[src/rtl/core/dai_pkg.sv]
package dai_pkg;

	localparam int COORD_WIDTH_DEF    = 24;
	localparam int GAIN_FRAC_BITS_DEF = 15;
	localparam int ROLLOFF_W          = 16;
	localparam int CFG_INDEX_W        = 2;

	typedef enum logic [1:0] {
		KIND_CALC,
		KIND_ONE,
		KIND_ZERO
	} kind_t;

	typedef enum logic [CFG_INDEX_W-1:0] {
		CFG_LISTENER_X,
		CFG_LISTENER_Y,
		CFG_LISTENER_Z
	} cfg_idx_t;

endpackage

[src/rtl/core/dai_div.sv]
module dai_div
	import dai_pkg::*;
#(
	parameter int CW = COORD_WIDTH_DEF,
	parameter int GF = GAIN_FRAC_BITS_DEF
) (
	input  logic                 clk,
	input  logic                 arst_n,
	input  logic                 en,
	input  logic                 in_valid,
	input  logic [CW-1:0]        root_in,
	input  logic [CW-1:0]        mn,
	input  logic [ROLLOFF_W-1:0] ro,
	input  kind_t                kind_in,
	output logic                 out_valid,
	output logic [GF:0]          quot,
	output kind_t                kind_out
);

	localparam int DW = CW + 17;
	localparam int NW = CW + GF + 18;

	logic                  vld_sa, vld_sb;
	logic [CW+15:0]        prod_sa;
	logic [CW-1:0]         mn_sa;
	kind_t                 kind_sa;
	logic [DW-1:0]         den;
	logic [NW-1:0]         num;

	logic                  vld_s  [0:GF+1];
	logic [NW-1:0]         num_s  [0:GF+1];
	logic [DW-1:0]         den_s  [0:GF+1];
	logic [DW-1:0]         rem_s  [0:GF+1];
	logic [GF:0]           q_s    [0:GF+1];
	kind_t                 kind_s [0:GF+1];

	assign den = (DW'(mn_sa) << 8) + DW'(prod_sa);
	assign num = (NW'(mn_sa) << (8 + GF)) + NW'(den >> 1);

	always_ff @(posedge clk or negedge arst_n) begin
		if (!arst_n) begin
			vld_sa <= 1'b0;
			vld_sb <= 1'b0;
		end else if (en) begin
			vld_sa <= in_valid;
			vld_sb <= vld_sa;
		end
	end

	always_ff @(posedge clk) begin
		if (en) begin
			prod_sa <= ro * (root_in - mn);
			mn_sa   <= mn;
			kind_sa <= kind_in;

			num_s[0]  <= num;
			den_s[0]  <= den;
			rem_s[0]  <= num[NW-1:GF+1];
			q_s[0]    <= '0;
			kind_s[0] <= (kind_sa == KIND_CALC && den == '0) ? KIND_ONE : kind_sa;
		end
	end

	assign vld_s[0] = vld_sb;

	for (genvar k = 0; k <= GF; k++) begin : g_stage
		logic [DW:0] shifted;
		logic        ge;

		assign shifted = {rem_s[k], num_s[k][GF-k]};
		assign ge      = shifted >= {1'b0, den_s[k]};

		always_ff @(posedge clk or negedge arst_n) begin
			if (!arst_n)
				vld_s[k+1] <= 1'b0;
			else if (en)
				vld_s[k+1] <= vld_s[k];
		end

		always_ff @(posedge clk) begin
			if (en) begin
				num_s[k+1]  <= num_s[k];
				den_s[k+1]  <= den_s[k];
				kind_s[k+1] <= kind_s[k];
				q_s[k+1]    <= {q_s[k][GF-1:0], ge};
				if (ge)
					rem_s[k+1] <= DW'(shifted - {1'b0, den_s[k]});
				else
					rem_s[k+1] <= shifted[DW-1:0];
			end
		end
	end

	assign out_valid = vld_s[GF+1];
	assign quot      = q_s[GF+1];
	assign kind_out  = kind_s[GF+1];

endmodule

[config.mk]
export PLATFORM = sky130hd
export DESIGN_NAME = dai_div
export DESIGN_NICKNAME = d
export VERILOG_FILES = /design/src/rtl/core/dai_pkg.sv /design/src/rtl/core/dai_div.sv
export SDC_FILE = /design/constraint.sdc
export NUM_CORES = 2
export LEC_CHECK = 0
export ABC_AREA = 1
export BUFFER_PORTS_ARGS = -buffer_cell sky130_fd_sc_hd__buf_2
export CAP_MARGIN = 20
export CORE_ASPECT_RATIO = 1.25
export CORE_MARGIN = 1
export CORE_UTILIZATION = 30
export DETAILED_ROUTE_END_ITERATION = 10
export PLACE_DENSITY_LB_ADDON = 0.08
export SLEW_MARGIN = 30
export SYNTH_ARGS = -nofsm -noshare
export SYNTH_HDL_FRONTEND = slang
export SYNTH_SLANG_ARGS = --single-unit
[constraint.sdc]
create_clock -name clk -period 3.5 [get_ports clk]
set_input_delay 0.525 -clock clk [delete_from_list [all_inputs] [get_ports clk]]
set_output_delay 0.525 -clock clk [all_outputs]
set_load 0.005 [all_outputs]
==> results.cfg <==
[outcome]
outcome = complete, but fails checks
violations = setup timing

[detailed_routing]
avgRoutedWirePerCell_um = 22.7
ant_nets = 0
vias = 95900
drcViolationCount = 0
drt_pre_antenna_iters = 5
vias_per_cell = 4.75
drt_iter0_drc = 6005
routed_wl_um = 459000

[final_layout]
final_cell_mix = 3107 x nand2_1, 2207 x inv_1, 1532 x edfxtp_1
final_area_um2 = 140000
nNetsFinal = 16200
final_common_cell = nand2_1
drive_gt1_share_pct = 14.7
area_growth_pct = 21.0

[sta]
fmax_mhz = 153
tns_ps = -93240
fin_crit_ps = 6540
fin_crit_sh_pct = 187
timing.final.ws_setup_ps = -3040
rsz0062_at_grt = yes
setup_viol = 39
slew_headroom_pct = 40.1
hold_violations = 0
tightest_slew_ps = 898
drv_slew = 0
finClkSkew_ps = 76.1

[synthesis]
synth-edff-count = 1532
synth_seq_cells = 1550
syn-cell-area_um2 = 116000
synthesis.nets = 15100
synth_flop_cell = edfxtp_1
synth_seq_area_share_pct = 40.1
synth_cell_types = 59
syn_inst = 13800
ys_warn_count = 0
ys_async_sr_fraction_pct = 1.16
syn_area_per_cell_um2 = 8.38

[job]
max-cap-violations = 0

[clocking]
cts_made_buffers = 178
cts-root-buf = clkbuf_16
worstSkewPairLatency_ps = 910
htreeDepth = 4
clock-sinks = 1550
clk_pin_slew_ps = 60
cts_tree = yes
clockBufferDepth = 4

[critical_path]
worstSetupEndpointType = flop
required_ps = 4120
cpPeakStageDelay_ps = 520
cp-startpoint = root_in[0]
start_kind = input pin
crit_slowest_cell = fa_1
path_max_fanout = 5
crit_type = in2reg
cp.arrival_ps = 7150
r2r-start = mn_sa[1]
crit_buf_inv = 12
crit_family = adder cells
path_common_cell = fa_1

[floorplanning]
num_rows = 254
die_h_um = 697
die_w_um = 558
io-pin-count = 89
die-area_um2 = 389000
core_area_um2 = 384000
initial_utilization_pct = 30.2

[global_route]
grt_pass1_wl_um = 662000
grt_max_degree = 141
grt.total_usage_pct = 23.3
grt_pass1_vias = 99200
antenna_found_initial = 6
overflow = 0

[placed_design]
port_buffers = 88
placed_cell_area_um2 = 129000
place.gp.congestion = 0.921
hpwl_um = 390000

[worst_hold_path]
hp-class = in2async
## cell usage after synthesis (21+ instances only)
cell / number / share of area, %
buf_2: 46 / 0.20
inv_1: 2312 / 7.5
ha_1: 811 / 8.8
edfxtp_1: 1532 / 40
o21ai_0: 737 / 3.2
xor2_1: 306 / 2.3
buf_6: 66 / 0.64
nand3_1: 517 / 2.2
and3_1: 26 / 0.14
a31oi_1: 195 / 1.1
a21o_1: 137 / 0.89
fa_1: 397 / 6.9
o21ai_2: 61 / 0.46
nand2_1: 3253 / 11
nor2_2: 28 / 0.15
clkbuf_1: 76 / 0.25
xnor2_1: 333 / 2.5
o21bai_1: 111 / 0.72
inv_2: 21 / 0.068
nor2_1: 1356 / 4.4
nor3_1: 111 / 0.48
a21oi_1: 822 / 3.6
nor4_1: 78 / 0.42
o21ai_1: 193 / 0.83
nand4_1: 98 / 0.53
or2_2: 30 / 0.16
## routing by layer
layer  part of all wire (%)  GRT usage [%]  up-vias
li1                       -              -    47600
met1                     38           25.3    45900
met3                    2.7           1.84      646
met4                    5.3           10.8        0
met2                     54           45.2     1712
met5                      0              0        -
## final cells by class
cell class              instances  area [µm²]
well taps                    5120        6410
flip-flops and latches       1550       46500
fillers                     40400      243000
diodes                          6        15.0
clock buffers                 207        4580
inverters                    2336        8840
multi-input cells            9742       63100
clock inverters               112        1240
repair buffers               1117        9430
## repair_timing
action,in CTS,in global routing
pin swaps,220,273
hold buffers,27,1
buffers inserted,79,74
resized for setup,456,373
gates cloned,3,1
setup endpoints to repair,71,89
endpoints found under the hold margin,45,1
## registers in the layout, indices dropped and copies added, names as in the netlist
signal,count
mn_sa,24
prod_sa,40
vld_sb,1
kind_s,34
den_s,656
vld_sa,1
vld_s,15
kind_sa,2
q_s,136
num_s,1
rem_s,639
out_valid,1
## cells by family (layout without fill, tap and decap cells)
family          after synthesis  count (layout)  synth area share, %
simple gates               5563            5565                 19.5
compound gates             2328            2328                 11.2
buf+inv                    2529            3772                 8.69
xor+xnor                    641             641                 4.86
other cells                   0               6                    0
fa+ha+maj                  1208            1208                 15.6
flops                      1550            1550                 40.1
## worst paths after layout
path / end / cells after the start / slack, ps
max: prod_sa[35] / 35 / -3040
min: vld_sa / 2 / 140
max reg2reg: rem_s[0][28] / 23 / -50
min reg2reg: kind_s[4][1] / 0 / 410
max in group asynchronous: vld_s[6] / 2 / 3060
min in group clk: kind_sa[1] / 2 / 140
## metrics by stage
stage | hold slack, ps | cells | util (%) | worst slack (ps)
floorplan | 229 | 13800 | - | -3250
global placement | 400 | 19700 | 33.7 | -4260
detailed placement | 405 | 19700 | 33.7 | -4240
CTS | -229 | 20100 | 36.0 | -2960
global route | 115 | 20200 | 36.5 | -3260
finish | 138 | 20200 | 36.5 | -3040
Power is not shown: default switching activity piles up to over one toggle a cycle in this logic, so the estimate is an artifact.
