File: config.mk
export PLATFORM = sky130hd
export DESIGN_NAME = dai_sqrt
export DESIGN_NICKNAME = d
export VERILOG_FILES = /design/src/rtl/core/dai_pkg.sv /design/src/rtl/core/dai_sqrt.sv
export SDC_FILE = /design/constraint.sdc
export NUM_CORES = 2
export LEC_CHECK = 0
export BUFFER_PORTS_ARGS = -buffer_cell sky130_fd_sc_hd__buf_2
export CORE_UTILIZATION = 50
export DETAILED_ROUTE_END_ITERATION = 8
export PLACE_DENSITY_LB_ADDON = 0.3
export SETUP_SLACK_MARGIN = 0.3
export SLEW_MARGIN = 20
export SYNTH_ARGS = -nofsm -noshare
export SYNTH_HDL_FRONTEND = slang
export SYNTH_SLANG_ARGS = --single-unit
File: constraint.sdc
create_clock -name clk -period 9.5 [get_ports clk]
set_clock_uncertainty 0.2 [all_clocks]
set_input_delay 0 -clock clk [delete_from_list [all_inputs] [get_ports clk]]
set_output_delay 0 -clock clk [all_outputs]
set_load 0.005 [all_outputs]
File: src/rtl/core/dai_pkg.sv
package dai_pkg;

	localparam int COORD_WIDTH_DEF    = 24;
	localparam int GAIN_FRAC_BITS_DEF = 15;
	localparam int ROLLOFF_W          = 16;
	localparam int CFG_INDEX_W        = 2;

	typedef enum logic [1:0] {
		KIND_CALC,
		KIND_ONE,
		KIND_ZERO
	} kind_t;

	typedef enum logic [CFG_INDEX_W-1:0] {
		CFG_LISTENER_X,
		CFG_LISTENER_Y,
		CFG_LISTENER_Z
	} cfg_idx_t;

endpackage

File: src/rtl/core/dai_sqrt.sv
module dai_sqrt
	import dai_pkg::*;
#(
	parameter int CW     = COORD_WIDTH_DEF,
	parameter int SIDE_W = 1
) (
	input  logic              clk,
	input  logic              arst_n,
	input  logic              en,
	input  logic              in_valid,
	input  logic [2*CW-1:0]   sq,
	input  logic [SIDE_W-1:0] side_in,
	output logic              out_valid,
	output logic [CW-1:0]     root,
	output logic [SIDE_W-1:0] side_out
);

	localparam int RW = CW + 2;

	logic              vld_s  [0:CW];
	logic [2*CW-1:0]   sq_s   [0:CW];
	logic [RW-1:0]     rem_s  [0:CW];
	logic [CW-1:0]     root_s [0:CW];
	logic [SIDE_W-1:0] side_s [0:CW];

	assign vld_s[0]  = in_valid;
	assign sq_s[0]   = sq;
	assign rem_s[0]  = '0;
	assign root_s[0] = '0;
	assign side_s[0] = side_in;

	for (genvar k = 0; k < CW; k++) begin : g_stage
		logic [RW:0] shifted;
		logic [RW:0] trial;

		assign shifted = {rem_s[k][RW-2:0], sq_s[k][2*(CW-1-k)+1 -: 2]};
		assign trial   = shifted - {1'b0, root_s[k], 2'b01};

		always_ff @(posedge clk or negedge arst_n) begin
			if (!arst_n)
				vld_s[k+1] <= 1'b0;
			else if (en)
				vld_s[k+1] <= vld_s[k];
		end

		always_ff @(posedge clk) begin
			if (en) begin
				sq_s[k+1]   <= sq_s[k];
				side_s[k+1] <= side_s[k];
				if (!trial[RW]) begin
					rem_s[k+1]  <= trial[RW-1:0];
					root_s[k+1] <= {root_s[k][CW-2:0], 1'b1};
				end else begin
					rem_s[k+1]  <= shifted[RW-1:0];
					root_s[k+1] <= {root_s[k][CW-2:0], 1'b0};
				end
			end
		end
	end

	assign out_valid = vld_s[CW];
	assign root      = root_s[CW];
	assign side_out  = side_s[CW];

endmodule

==> impl_metrics.csv <==
group,metric,value,unit
run_status,run_status,"finished, final reports clean",
power,powerDensity,235,nW/um^2
critical_path,cpPeakStageDelay,0.63,ns
clocking,post_cts_buffers,0,
routing,viasPerCell,5.35,
timing,fmax,229,MHz
critical_path,cp_max_fo,41,
yosys,ys_seq_elements,1443,
clocking,clock_latency,0.77,ns
timing,drv_slew,0,
clocking,clkTransAtPathRegs,0.06,ns
placed_design,port_buffers,78,
yosys,yosys.area.top_type,"edfxtp_1",
floorplan,placementRows,132,
yosys,synth.mux.area_fraction,0.0326,
power,switchingPower,4.70,mW
power,swShare,0.267,
routing,vias,37300,
routing,drc,0,
clocking,cts_buffer_depth,3,
global_routing,grtUsageTotal,0.171,
timing,rsz0062_at_grt,"false",
yosys,synth-xor-area-share,0.0607,
power,p_leak,28.4,nW
yosys,synth-edff-count,1419,
run,drv_cap,0,
power,max-vdd-ir-drop,0.000171,V
yosys,yosys.area_share.simple,0.0848,
critical_path,cp.arrival,4.67,ns
clocking,cts_tree,"done",
global_routing,antenna_found_initial,0,
yosys,synthTopCellsByCount,"edfxtp_1, inv_1, ha_1",
routing,wl_per_cell,16.3,um
placed_design,gp_routability_congestion,0.865,
yosys,synth_nets,5204,
routing,dr.pass1.iters,5,
floorplan,ios,79,
routing,ant_nets,0,
yosys,synth_area_leaders,"edfxtp_1, ha_1, xnor2_1",
routing,dr.first_iter.drc_count,2508,
clocking,post_cts_resized,0,
yosys,synth_ff_type,"edfxtp_1",
yosys,syn-cell-area,66000,sq um
yosys,synth_fa_ha_area_frac,0.0569,
power,pwr-share-clk,0.339,
placed_design,place_hpwl,78700,um
clocking,htreeDepth,4,
floorplan,initial_utilization,0.507,
clocking,cts_sinks,1443,
global_routing,grt_pass1_wl,184000,um
critical_path,cp_cell_sequence,"ha_1 -> o21ai_0 -> a21oi_1 -> o21ai_0 -> a21oi_1 -> a311oi_1 -> o211ai_1 -> xnor2_2 -> buf_4 -> inv_1 -> nand4_1 -> xnor2_1",
critical_path,end_kind,"register",
yosys,synth_warnings,0,
final_layout,syn2layout_area_growth,13.1,%
final_layout,antenna_cells,0,
yosys,synth.most_common_cell,"edfxtp_1",
yosys,post_synth_num_cell_types,82,
critical_path,path_class,"register to register",
power,p_int,12.9,mW
yosys,postSynthAreaPerCell,13.6,sq um
final_layout,finish.net_count,5470,
timing,tightest_slew,1.06,ns
final_layout,drive_above_1_share,0.108,
timing,post-route-min-period,4.36,ns
timing,hold_viol,0,
critical_path,crit_required,9.81,ns
critical_path,cp_slowest_cell,"a311oi_1",
min_path,hp-class,"input port to register",
critical_path,cp-start-kind,"register",
timing,period_share,0.459,
power,p_seq_frac,0.474,
global_routing,grt_max_degree,178,
floorplan,fp.dieH,365,um
yosys,synth_top_area_frac,0.645,
global_routing,first_global_vias,37300,
power,p_total,17.6,mW
timing,finalSetupTns,0,ns
timing,max-slew-margin-rel,0.286,
floorplan,dieArea,134000,sq um
floorplan,coreArea,130000,sq um
timing,setup_viol,0,
floorplan,dieWidth,365,um
global_routing,overflow,0,
yosys,synth_top_family_by_area,"simple AND/OR/NAND/NOR gates",
clocking,ctsHoldBuffers,104,
clocking,clock-root-buffer,"clkbuf_16",
yosys,ys_seq_area_frac,0.654,
yosys,async_flop_share,0.0166,
yosys,syn_inst,4851,
yosys,synth_compound_area_frac,0.0806,
power,p_comb_frac,0.187,
routing,drt_wl_total,114000,um
clocking,numCtsBuffers,154,
sequential cells by signal, summed over array words and instances, names as in the netlist:
register,cells
side_s,23
root,24
out_valid,1
sq_s,506
vld_s,23
g_stage.shifted,589
root_s,276
side_out,1
power by group through the flow:
stage               registers, mW  clock network, mW  logic (mW)
floorplan                    8.28                  0        2.52
global placement             8.44                  0        3.13
detailed placement           8.46                  0        3.22
CTS                          8.33               6.13        3.28
global route                 8.40               6.37        3.68
finish                       8.33               5.95        3.28
metal layers:
metal	part of all wire	wire length, um	up-vias	global-route usage
met5	0	0	-	0
met4	0.031	3570	0	0.0693
met3	0.035	3950	222	0.0289
met2	0.51	57900	620	0.304
met1	0.42	48200	18000	0.205
li1	-	-	18500	-
placed cells by master (no fill, tap or decap), types with 104 or more instances in the layout:
cell           instances
o21ai_0              209
dlygate4sd3_1        104
edfxtp_1            1419
a21oi_1              212
xnor2_1              251
a21o_1               104
ha_1                 300
nor2_1               281
clkbuf_16            154
xor2_1               198
mux2_2               183
inv_1                391
nor3_1               108
nand2_1              270
critical path, delay by kind of cell (launching register included):
kind | cells | cell delay (ns)
AOI/OAI and AO/OA | 6 | 1.96
buffers and inverters | 2 | 0.63
DFF | 1 | 0.41
xor gates and xnor gates | 2 | 0.34
adders and majority gates | 1 | 0.33
and+or+nand+nor | 1 | 0.18
kinds of logic after synthesis:
| group | count (synthesis) |
|---|---|
| muxes | 192 |
| AOI/OAI and AO/OA | 833 |
| xor gates and xnor gates | 457 |
| DFF | 1443 |
| buffers and inverters | 497 |
| other | 1 |
| and+or+nand+nor | 1128 |
| adders and majority gates | 300 |
cell type report:
cell class / instances / area, sq um
Clock inverter: 98 / 1110
Tap cell: 1742 / 2180
Multi-Input combinational cell: 2911 / 20900
Clock buffer: 184 / 4000
Inverter: 393 / 1480
Fill cell: 10200 / 55700
Timing Repair Buffer: 214 / 1730
Sequential cell: 1443 / 43200
per-stage QoR:
stage | setup slack, ns | utilization | instances | hold slack (ns) | area, sq um
after floorplan | 5.69 | - | 4851 | -0.496 | 66000
after global placement | 5.26 | 0.526 | 6598 | -0.207 | 68500
after detailed placement | 5.01 | 0.526 | 6598 | -0.193 | 68500
after CTS | 4.99 | 0.573 | 6984 | 0.180 | 74600
after global routing | 4.81 | 0.573 | 6985 | 0.171 | 74700
final | 5.14 | 0.573 | 6985 | 0.133 | 74700
worst paths after layout:
path,from,end,slack [ns],cells past startpoint
worst min register to register,sq_s[490],sq_s[442],0.21,0
worst max register to register,g_stage[19].shifted[3],g_stage[20].shifted[25],5.14,12
worst max-delay path,g_stage[19].shifted[3],g_stage[20].shifted[25],5.14,12
min in group asynchronous,arst_n,vld_s[23],0.16,4
worst min-delay path,en,sq_s[1104],0.13,2
max in group asynchronous,arst_n,vld_s[14],8.59,4
(Power assumes the default switching activity.)
